File: src/hw/rtl/assert_macros.svh
// Concurrent assertion helpers. They expect signals named clk and rst_n in scope.
`ifndef ASSERT_MACROS_SVH
`define ASSERT_MACROS_SVH

// The consequent must hold in the same cycle as the antecedent.
`define ASSERT_IMPLIES(label, ante, cons, msg) \
    label: assert property (@(posedge clk) disable iff (!rst_n) (ante) |-> (cons)) \
        else $error(msg);

// The consequent must hold in the cycle after the antecedent.
`define ASSERT_NEXT(label, ante, cons, msg) \
    label: assert property (@(posedge clk) disable iff (!rst_n) (ante) |=> (cons)) \
        else $error(msg);

`endif

File: src/hw/rtl/hidkbd_pkg.sv
package hidkbd_pkg;

    localparam int DEVICES_DEFAULT = 4;
    localparam int SLOTS           = 6;
    localparam int EVENTS          = 2 * SLOTS;
    localparam int EVENT_IDX_W     = $clog2(EVENTS);

    // Left shift and right shift in the modifier byte.
    localparam logic [7:0] SHIFT_MASK = 8'h22;

    localparam logic [7:0] USAGE_NONE   = 8'h00;
    localparam logic [7:0] USAGE_A      = 8'h04;
    localparam logic [7:0] USAGE_Z      = 8'h1D;
    localparam logic [7:0] USAGE_1      = 8'h1E;
    localparam logic [7:0] USAGE_0      = 8'h27;
    localparam logic [7:0] USAGE_ENTER  = 8'h28;
    localparam logic [7:0] USAGE_ESC    = 8'h29;
    localparam logic [7:0] USAGE_BSPACE = 8'h2A;
    localparam logic [7:0] USAGE_TAB    = 8'h2B;
    localparam logic [7:0] USAGE_SPACE  = 8'h2C;
    localparam logic [7:0] USAGE_MINUS  = 8'h2D;
    localparam logic [7:0] USAGE_EQUAL  = 8'h2E;
    localparam logic [7:0] USAGE_RIGHT  = 8'h4F;
    localparam logic [7:0] USAGE_LEFT   = 8'h50;
    localparam logic [7:0] USAGE_DOWN   = 8'h51;
    localparam logic [7:0] USAGE_UP     = 8'h52;

    localparam logic [7:0] CODE_NONE   = 8'd0;
    localparam logic [7:0] CODE_ENTER  = 8'd128;
    localparam logic [7:0] CODE_ESC    = 8'd129;
    localparam logic [7:0] CODE_BSPACE = 8'd130;
    localparam logic [7:0] CODE_TAB    = 8'd131;
    localparam logic [7:0] CODE_RIGHT  = 8'd132;
    localparam logic [7:0] CODE_LEFT   = 8'd133;
    localparam logic [7:0] CODE_DOWN   = 8'd134;
    localparam logic [7:0] CODE_UP     = 8'd135;

    localparam logic [7:0] CHAR_LOWER_A   = 8'h61;
    localparam logic [7:0] CHAR_UPPER_A   = 8'h41;
    localparam logic [7:0] CHAR_SPACE     = 8'h20;
    localparam logic [7:0] CHAR_MINUS     = 8'h2D;
    localparam logic [7:0] CHAR_UNDERLINE = 8'h5F;
    localparam logic [7:0] CHAR_EQUAL     = 8'h3D;
    localparam logic [7:0] CHAR_PLUS      = 8'h2B;

    // "1234567890" and its shifted row "!@#$%^&*()".
    localparam logic [7:0] DIGIT_CHARS [10] = '{
        8'h31, 8'h32, 8'h33, 8'h34, 8'h35, 8'h36, 8'h37, 8'h38, 8'h39, 8'h30
    };
    localparam logic [7:0] SYMBOL_CHARS [10] = '{
        8'h21, 8'h40, 8'h23, 8'h24, 8'h25, 8'h5E, 8'h26, 8'h2A, 8'h28, 8'h29
    };

    typedef struct packed {
        logic [1:0] device_index;
        logic [7:0] modifiers;
        logic [7:0] key_slot_0;
        logic [7:0] key_slot_1;
        logic [7:0] key_slot_2;
        logic [7:0] key_slot_3;
        logic [7:0] key_slot_4;
        logic [7:0] key_slot_5;
    } report_t;

    typedef struct packed {
        logic [1:0] source_device;
        logic       released;
        logic [7:0] key_code;
        logic [7:0] usage_code;
        logic       last_event;
    } key_event_t;

    typedef logic [SLOTS-1:0][7:0] slots_t;

    // All events one report can cause: key-downs in the low half, key-ups in the high half.
    typedef struct packed {
        logic                        valid;
        logic [1:0]                  device;
        logic [EVENTS-1:0]           mask;
        logic [EVENTS-1:0][7:0]      code;
        logic [EVENTS-1:0][7:0]      usage;
    } batch_t;

    function automatic logic [7:0] usage_to_code(input logic [7:0] usage, input logic shift);
        logic [3:0] idx;
        logic [7:0] code;
        idx  = '0;
        code = CODE_NONE;
        if (usage inside {[USAGE_A:USAGE_Z]}) begin
            code = (shift ? CHAR_UPPER_A : CHAR_LOWER_A) + (usage - USAGE_A);
        end
        else if (usage inside {[USAGE_1:USAGE_0]}) begin
            idx  = 4'(usage - USAGE_1);
            code = shift ? SYMBOL_CHARS[idx] : DIGIT_CHARS[idx];
        end
        else begin
            case (usage)
                USAGE_ENTER:  code = CODE_ENTER;
                USAGE_ESC:    code = CODE_ESC;
                USAGE_BSPACE: code = CODE_BSPACE;
                USAGE_TAB:    code = CODE_TAB;
                USAGE_SPACE:  code = CHAR_SPACE;
                USAGE_MINUS:  code = shift ? CHAR_UNDERLINE : CHAR_MINUS;
                USAGE_EQUAL:  code = shift ? CHAR_PLUS : CHAR_EQUAL;
                USAGE_RIGHT:  code = CODE_RIGHT;
                USAGE_LEFT:   code = CODE_LEFT;
                USAGE_DOWN:   code = CODE_DOWN;
                USAGE_UP:     code = CODE_UP;
                default:      code = CODE_NONE;
            endcase
        end
        return code;
    endfunction

endpackage

File: src/hw/rtl/hidkbd_stream_if.sv
interface hidkbd_stream_if #(
    parameter type payload_t = logic
);
    logic     valid;
    logic     ready;
    payload_t payload;

    modport source (output valid, output payload, input ready);
    modport sink   (input valid, input payload, output ready);
endinterface

File: src/hw/rtl/hidkbd_event_queue.sv
module hidkbd_event_queue
    import hidkbd_pkg::*;
(
    input  logic   clk,
    input  logic   rst_n,
    input  batch_t batch,
    output logic   batch_ready,
    hidkbd_stream_if.source key_event
);

    logic [EVENTS-1:0]      pend_reg, pend_next;
    logic [1:0]             dev_reg;
    logic [EVENTS-1:0][7:0] code_reg;
    logic [EVENTS-1:0][7:0] usage_reg;
    logic                   out_valid_reg, out_valid_next;
    key_event_t             out_reg, out_next;

    logic [EVENT_IDX_W-1:0] pick;
    logic [EVENTS-1:0]      rest;
    logic                   has_pend;
    logic                   out_free;
    logic                   pop;
    logic                   load;

    always_comb
    begin
        pick = '0;
        for (int k = EVENTS - 1; k >= 0; k--)
        begin
            if (pend_reg[k])
            begin
                pick = EVENT_IDX_W'(k);
            end
        end
    end

    // Clearing the lowest set bit leaves the events still to go after this beat.
    assign rest        = pend_reg & (pend_reg - EVENTS'(1));
    assign has_pend    = |pend_reg;
    assign out_free    = !out_valid_reg || key_event.ready;
    assign pop         = has_pend && out_free;
    assign batch_ready = !has_pend || (pop && (rest == '0));
    assign load        = batch.valid && batch_ready;

    always_comb
    begin
        pend_next      = pend_reg;
        out_valid_next = out_valid_reg;
        out_next       = out_reg;
        if (load)
        begin
            pend_next = batch.mask;
        end
        else if (pop)
        begin
            pend_next = rest;
        end
        if (pop)
        begin
            out_valid_next         = 1'b1;
            out_next.source_device = dev_reg;
            out_next.released      = (pick >= EVENT_IDX_W'(SLOTS));
            out_next.key_code      = code_reg[pick];
            out_next.usage_code    = usage_reg[pick];
            out_next.last_event    = (rest == '0);
        end
        else if (key_event.ready)
        begin
            out_valid_next = 1'b0;
        end
    end

    always_ff @(posedge clk or negedge rst_n)
    begin
        if (!rst_n)
        begin
            pend_reg      <= '0;
            out_valid_reg <= 1'b0;
        end
        else
        begin
            pend_reg      <= pend_next;
            out_valid_reg <= out_valid_next;
        end
    end

    always_ff @(posedge clk)
    begin
        out_reg <= out_next;
        if (load)
        begin
            dev_reg   <= batch.device;
            code_reg  <= batch.code;
            usage_reg <= batch.usage;
        end
    end

    assign key_event.valid   = out_valid_reg;
    assign key_event.payload = out_reg;

endmodule

File: src/hw/rtl/hid_keyboard_report_key_events.sv
// Boot-protocol keyboard report decoder. Each report beat on report names a device and
// carries a modifier byte and six key usages; the block compares them with that device's
// previous six usages, kept in a small synchronous memory, and sends one beat on key_event
// per key-down (new usages, slot order) and then per key-up (vanished usages, mapped with the
// current shift state), with last_event set on the final beat of the report. Usages that map
// to no code are stored but give no beat. An accepted report is registered with its memory
// read; the next stage builds the event set, writes the new usages back and loads the set
// into the event queue, whose single output register sends one event per cycle while
// key_event.ready allows. A new set loads as the last event of the set before it is taken;
// reports with no events pass at one per cycle while none are pending. Each device entry
// has a valid bit cleared at reset, so usages read as zero after reset with no clearing pass.
`include "assert_macros.svh"

module hid_keyboard_report_key_events
    import hidkbd_pkg::*;
#(
    parameter int DEVICES = DEVICES_DEFAULT
)
(
    input  logic clk,
    input  logic rst_n,
    hidkbd_stream_if.sink   report,
    hidkbd_stream_if.source key_event
);

    localparam int ADDR_W = (DEVICES > 1) ? $clog2(DEVICES) : 1;

    slots_t              mem [DEVICES];
    logic [DEVICES-1:0]  ent_vld_reg;

    logic                s1_valid_reg;
    report_t             s1_item_reg;
    logic [ADDR_W-1:0]   s1_addr_reg;
    logic                s1_in_range_reg;
    slots_t              rd_data_reg;
    logic                rd_vld_reg;
    logic                fwd_hit_reg;
    slots_t              fwd_data_reg;

    logic                in_fire;
    logic [ADDR_W-1:0]   rd_addr;
    logic                in_range;
    logic                s1_adv;
    logic                wr_en;
    slots_t              wr_data;
    logic                same_entry;

    slots_t              now_keys;
    slots_t              prev_keys;
    logic                shift;
    batch_t              batch;
    logic                batch_ready;

    assign in_fire      = report.valid && report.ready;
    assign rd_addr      = ADDR_W'(report.payload.device_index);
    assign in_range     = int'(report.payload.device_index) < DEVICES;
    assign s1_adv       = s1_valid_reg && batch_ready;
    assign report.ready = !s1_valid_reg || s1_adv;

    assign now_keys = {s1_item_reg.key_slot_5, s1_item_reg.key_slot_4,
                       s1_item_reg.key_slot_3, s1_item_reg.key_slot_2,
                       s1_item_reg.key_slot_1, s1_item_reg.key_slot_0};
    assign wr_en      = s1_adv && s1_in_range_reg;
    assign wr_data    = now_keys;
    assign same_entry = wr_en && (s1_addr_reg == rd_addr);

    // A read issued in the same cycle as the write-back to that entry takes the new usages.
    assign prev_keys = fwd_hit_reg ? fwd_data_reg : (rd_vld_reg ? rd_data_reg : '0);

    always_ff @(posedge clk)
    begin
        if (wr_en)
        begin
            mem[s1_addr_reg] <= wr_data;
        end
        if (in_fire)
        begin
            rd_data_reg  <= mem[rd_addr];
            fwd_data_reg <= wr_data;
            s1_item_reg  <= report.payload;
            s1_addr_reg  <= rd_addr;
        end
    end

    always_ff @(posedge clk or negedge rst_n)
    begin
        if (!rst_n)
        begin
            ent_vld_reg     <= '0;
            s1_valid_reg    <= 1'b0;
            s1_in_range_reg <= 1'b0;
            rd_vld_reg      <= 1'b0;
            fwd_hit_reg     <= 1'b0;
        end
        else
        begin
            if (wr_en)
            begin
                ent_vld_reg[s1_addr_reg] <= 1'b1;
            end
            if (in_fire)
            begin
                s1_valid_reg    <= 1'b1;
                s1_in_range_reg <= in_range;
                rd_vld_reg      <= ent_vld_reg[rd_addr];
                fwd_hit_reg     <= same_entry;
            end
            else if (s1_adv)
            begin
                s1_valid_reg <= 1'b0;
            end
        end
    end

    always_comb
    begin
        logic       hit_prev;
        logic       hit_now;
        logic [7:0] down_code;
        logic [7:0] up_code;
        shift        = |(s1_item_reg.modifiers & SHIFT_MASK);
        batch        = '0;
        batch.valid  = s1_valid_reg;
        batch.device = s1_item_reg.device_index;
        for (int i = 0; i < SLOTS; i++)
        begin
            hit_prev = 1'b0;
            hit_now  = 1'b0;
            for (int j = 0; j < SLOTS; j++)
            begin
                hit_prev = hit_prev | (prev_keys[j] == now_keys[i]);
                hit_now  = hit_now | (now_keys[j] == prev_keys[i]);
            end
            down_code = usage_to_code(now_keys[i], shift);
            up_code   = usage_to_code(prev_keys[i], shift);
            batch.code[i]          = down_code;
            batch.usage[i]         = now_keys[i];
            batch.mask[i]          = s1_in_range_reg && (now_keys[i] != USAGE_NONE) &&
                                     !hit_prev && (down_code != CODE_NONE);
            batch.code[SLOTS+i]    = up_code;
            batch.usage[SLOTS+i]   = prev_keys[i];
            batch.mask[SLOTS+i]    = s1_in_range_reg && (prev_keys[i] != USAGE_NONE) &&
                                     !hit_now && (up_code != CODE_NONE);
        end
    end

    hidkbd_event_queue u_queue (
        .clk         (clk),
        .rst_n       (rst_n),
        .batch       (batch),
        .batch_ready (batch_ready),
        .key_event   (key_event)
    );

    `ASSERT_NEXT(a_fwd_same_entry, in_fire && same_entry, prev_keys == $past(wr_data), "stale usages after back-to-back reports")
    `ASSERT_IMPLIES(a_stage_hold, s1_valid_reg && !s1_adv, !in_fire, "report overwrote a waiting report")
    `ASSERT_NEXT(a_one_device_per_report, key_event.valid && key_event.ready && !key_event.payload.last_event, !key_event.valid || (key_event.payload.source_device == $past(key_event.payload.source_device)), "events of one report mixed devices")

endmodule

File: src/flat_wrapper.sv
// flat-port wrapper written by rule: the top's interface ports become plain ports
module hid_keyboard_report_key_events_flat import hidkbd_pkg::*;
#(
    parameter int DEVICES = DEVICES_DEFAULT
)
  (clk, rst_n, report_valid, report_payload, report_ready, key_event_valid, key_event_payload, key_event_ready);
  hidkbd_stream_if #(.payload_t(report_t)) report_i ();
  hidkbd_stream_if #(.payload_t(key_event_t)) key_event_i ();
  input  logic clk;
  input  logic rst_n;
  input wire logic [$bits(report_i.valid)-1:0] report_valid;
  input wire logic [$bits(report_i.payload)-1:0] report_payload;
  output wire logic [$bits(report_i.ready)-1:0] report_ready;
  output wire logic [$bits(key_event_i.valid)-1:0] key_event_valid;
  output wire logic [$bits(key_event_i.payload)-1:0] key_event_payload;
  input wire logic [$bits(key_event_i.ready)-1:0] key_event_ready;
  assign report_i.valid = report_valid;
  assign report_i.payload = report_payload;
  assign report_ready = report_i.ready;
  assign key_event_valid = key_event_i.valid;
  assign key_event_payload = key_event_i.payload;
  assign key_event_i.ready = key_event_ready;
  hid_keyboard_report_key_events #(.DEVICES(DEVICES)) u_core (.clk(clk), .rst_n(rst_n), .report(report_i), .key_event(key_event_i));
endmodule
File: config.mk
export PLATFORM = sky130hd
export DESIGN_NAME = hid_keyboard_report_key_events_flat
export DESIGN_NICKNAME = d
export VERILOG_FILES = /design/src/hw/rtl/hidkbd_pkg.sv /design/src/hw/rtl/hidkbd_stream_if.sv /design/src/hw/rtl/hidkbd_event_queue.sv /design/src/hw/rtl/hid_keyboard_report_key_events.sv /design/src/flat_wrapper.sv
export VERILOG_INCLUDE_DIRS = /design/src /design/src/hw/rtl
export SDC_FILE = /design/constraint.sdc
export NUM_CORES = 1
export LEC_CHECK = 0
export ABC_CLOCK_PERIOD_IN_PS = 20700
export CAP_MARGIN = 30
export CORE_ASPECT_RATIO = 1.25
export CORE_MARGIN = 4
export CORE_UTILIZATION = 35
export CTS_CLUSTER_DIAMETER = 120
export DETAILED_ROUTE_END_ITERATION = 12
export DONT_BUFFER_PORTS = 1
export GPL_TIMING_DRIVEN = 0
export HOLD_SLACK_MARGIN = 0.12
export PLACE_DENSITY_LB_ADDON = 0.2
export REMOVE_ABC_BUFFERS = 1
export SLEW_MARGIN = 30
export SYNTH_ARGS = -nofsm -noshare
export SYNTH_HDL_FRONTEND = slang
export SYNTH_HIERARCHICAL = 1
export SYNTH_SLANG_ARGS = --single-unit
File: constraint.sdc
create_clock -name clk -period 20.7 [get_ports clk]
set_input_delay 5.175 -clock clk [delete_from_list [all_inputs] [get_ports clk]]
set_output_delay 5.175 -clock clk [all_outputs]
set_load 0.005 [all_outputs]
==> run summary <==
H-Tree Depth: 2
Synth Area per Inst: 10.7 µm²
RePlAce Congestion: 0.956
Clock Pin Slew Worst Setup and Hold Paths: 0.06 ns
most area-hungry cell type in the Yosys netlist: edfxtp_1
max FFs per register: 192
Primary FF master, synth: edfxtp_1
Post-synth EDFFs: 554
Syn Inst Count: 3,414
Worst slew margin: 40.1%
Place WS: 8.94 ns
Post-CTS Hold Fix Bufs: 0
Final setup viols: 0
die width: 297 µm
final WL: 137,000 µm
CTS root buffer: clkbuf_16
Final ANT Viol Nets: 0
top cells by area, synth: edfxtp_1 (46%), ha_1 (4.5%), mux4_2 (4.0%)
Worst-Margin Slew: 0.893 ns
initial core utilization: 35.3%
FFs w/ async S/R, synth: 3.65%
Netlist cell types: 126
worst skew pair latency: 0.66 ns
worst setup margin: 9.21 ns
final net count: 3,570
CTS buffer count: 60
crit path launch: key_event_ready
Pwr Density: 182 mW/mm²
largest family of logic cells by synthesized area: simple AND/OR/NAND/NOR gates
Top Ports: 84
routed len/inst: 28.7 µm
Post-CTS Setup Inserts: 0
critical-path maximum fanout: 14
Layout Cells excl Fill: 4,766
share of cells above drive strength 1: 13.8%
fin crit share: 55.5%
synth-to-layout area growth: 12.3%
most frequent cells in the layout: edfxtp_1 (554), a21oi_1 (272), nand2_1 (261)
slowest cell on the critical path: a21oi_4
Yosys warning count: 6
first-pass GRT wire length: 198,000 µm
Core ar.: 0.104 mm²
Vias/cell: 6.10
Max clock buf depth: 3
total track usage: 24.1%
status: finished, final reports clean
Adder-Cell Fraction of Synth Area: 4.51%
initial antenna violation count: 3
Setup CP Type: in -> out
Syn Std Cell Area: 0.0365 mm²
# resized after CTS: 0
Worst Hold Class: reg -> reg
Synth Area in XOR/XNOR: 4.27%
CTS tree: done
Die Area: 0.110 mm²
Setup Skew: 0.0332 ns
first-pass detailed-route iteration total: 7
Port Buf Inserts: 0
RSZ-0062 raised after global routing: no
MaxCap Viol Count: 0
via count: 29,100
worst hold margin: 0.420 ns
Max VDD drop: 0.0909 mV
FP Rows: 132
grt ovf: 0
compound-gate portion of the synthesized area: 16.2%
CP max stage delay: 0.50 ns
fin crit period: 11.49 ns
P_leak: 14.4 nW
mux cell area share after synthesis: 5.54%
die height: 369 µm
DRT iter0 DRCs: 3,168
critical path cell sequence: nand2b_1 -> a21oi_4 -> inv_2 -> nand2b_1
final hold vios: 0
Crit Reg-Reg Startpoint: u_core/fwd_hit_reg$_DFFE_PN0P_
Crit. End Element: primary output
drt drc: 0
register area share after synthesis: 47.0%
Slew Viols, Final: 0
TNS Setup: 0 ns
commonest non-fill, non-tap cell in the layout: edfxtp_1
Post-Place Cells: 4,654
largest net degree at the start of global routing: 77
critical path required time: 15.53 ns
simple-gate share of the synthesized area: 17.7%
f_max: 87.0 MHz
Setup crit start kind: input pin
vias in the first global route: 27,800
share of the synthesized area in the top cell type: 45.5%
Hold Startpoint: u_core/u_queue/dev_reg[0]$_DFFE_PP_
FILL cells: 9,910
Final Power: 7.46 mW
CTS Sinks: 575
crit path DAT: 6.32 ns
Crit path top cell by count: nand2b_1
register bit total from synthesis: 575
DP HPWL: 104,000 µm
-- synth_stat cells (29+ instances only) --
master	n
ha_1	131
clkbuf_1	122
nor4_1	103
xnor2_1	163
nor3_1	72
a211oi_1	29
nor2_1	139
a31oi_1	37
mux2_2	29
inv_1	109
mux4_2	65
and3_1	152
buf_2	53
nand2_1	261
o21ai_0	164
edfxtp_1	554
nand3_1	121
nand3b_1	34
a21oi_1	274
nand4_1	44
and2_1	41
-- layout make-up --
cell class | count | area (µm²) | share of cell area [%]
sequential | 575 | 17200 | 41.9
inverter | 127 | 489 | 1.19
timing repair buffer | 143 | 1890 | 4.61
clock buffer | 71 | 1540 | 3.76
clock inverter | 39 | 427 | 1.04
multi-input combinational | 2470 | 17800 | 43.4
antenna | 1 | 2.50 | 0.00610
tap | 1340 | 1680 | 4.09
-- per-layer routing --
metal | GRT usage (%) | vias to the layer above | part of all wire, %
met5 | 0 | - | 0.011
met4 | 14.4 | 2 | 7.4
met3 | 3.57 | 364 | 6.2
met2 | 40.0 | 1238 | 47
met1 | 29.9 | 14400 | 40
li1 | - | 13100 | -
-- critical path, delay by kind of cell --
| kind | cells | cell delay, ns |
|---|---|---|
| AOI/OAI and AO/OA | 1 | 0.50 |
| buffers and inverters | 1 | 0.16 |
| and+or+nand+nor | 2 | 0.48 |
-- cell families (layout without fill, tap and decap cells) --
kind of cell | count (synthesis) | after routing
simple gates | 1159 | 1159
xor+xnor | 178 | 178
fa+ha+maj | 132 | 132
other cells | 0 | 1
buf+inv | 369 | 380
compound gates | 884 | 884
flops | 575 | 575
mux | 117 | 117
-- power by group --
group / internal (mW) / total [mW] / switching [mW] / leakage, nW
Clock: 0.622 / 1.10 / 0.475 / 0.945
Sequential: 1.81 / 2.10 / 0.289 / 5.33
Combinational: 1.51 / 4.27 / 2.76 / 8.16
-- metrics by stage --
stage	utilization, %	instance area (µm²)
floorplan	-	35300
global placement	35.7	36900
detailed placement	37.7	39000
CTS	39.6	41000
global route	39.6	41000
finish	39.6	41000
-- final timing paths --
path	end	slack, ns	cells after the start
worst max-delay path	report_ready	9.21	4
worst min-delay path	u_core/u_queue/key_event.payload[18]$_DFFE_PP_	0.42	0
worst max register to register	u_core/u_queue/pend_reg[11]$_DFFE_PN0P_	15.52	13
worst min register to register	u_core/u_queue/key_event.payload[18]$_DFFE_PP_	0.42	0
max in group asynchronous	u_core/rd_vld_reg$_DFFE_PN0P_	16.38	0
min in group asynchronous	u_core/u_queue/pend_reg[1]$_DFFE_PN0P_	4.21	0
Power figures use the tool's default switching activity.
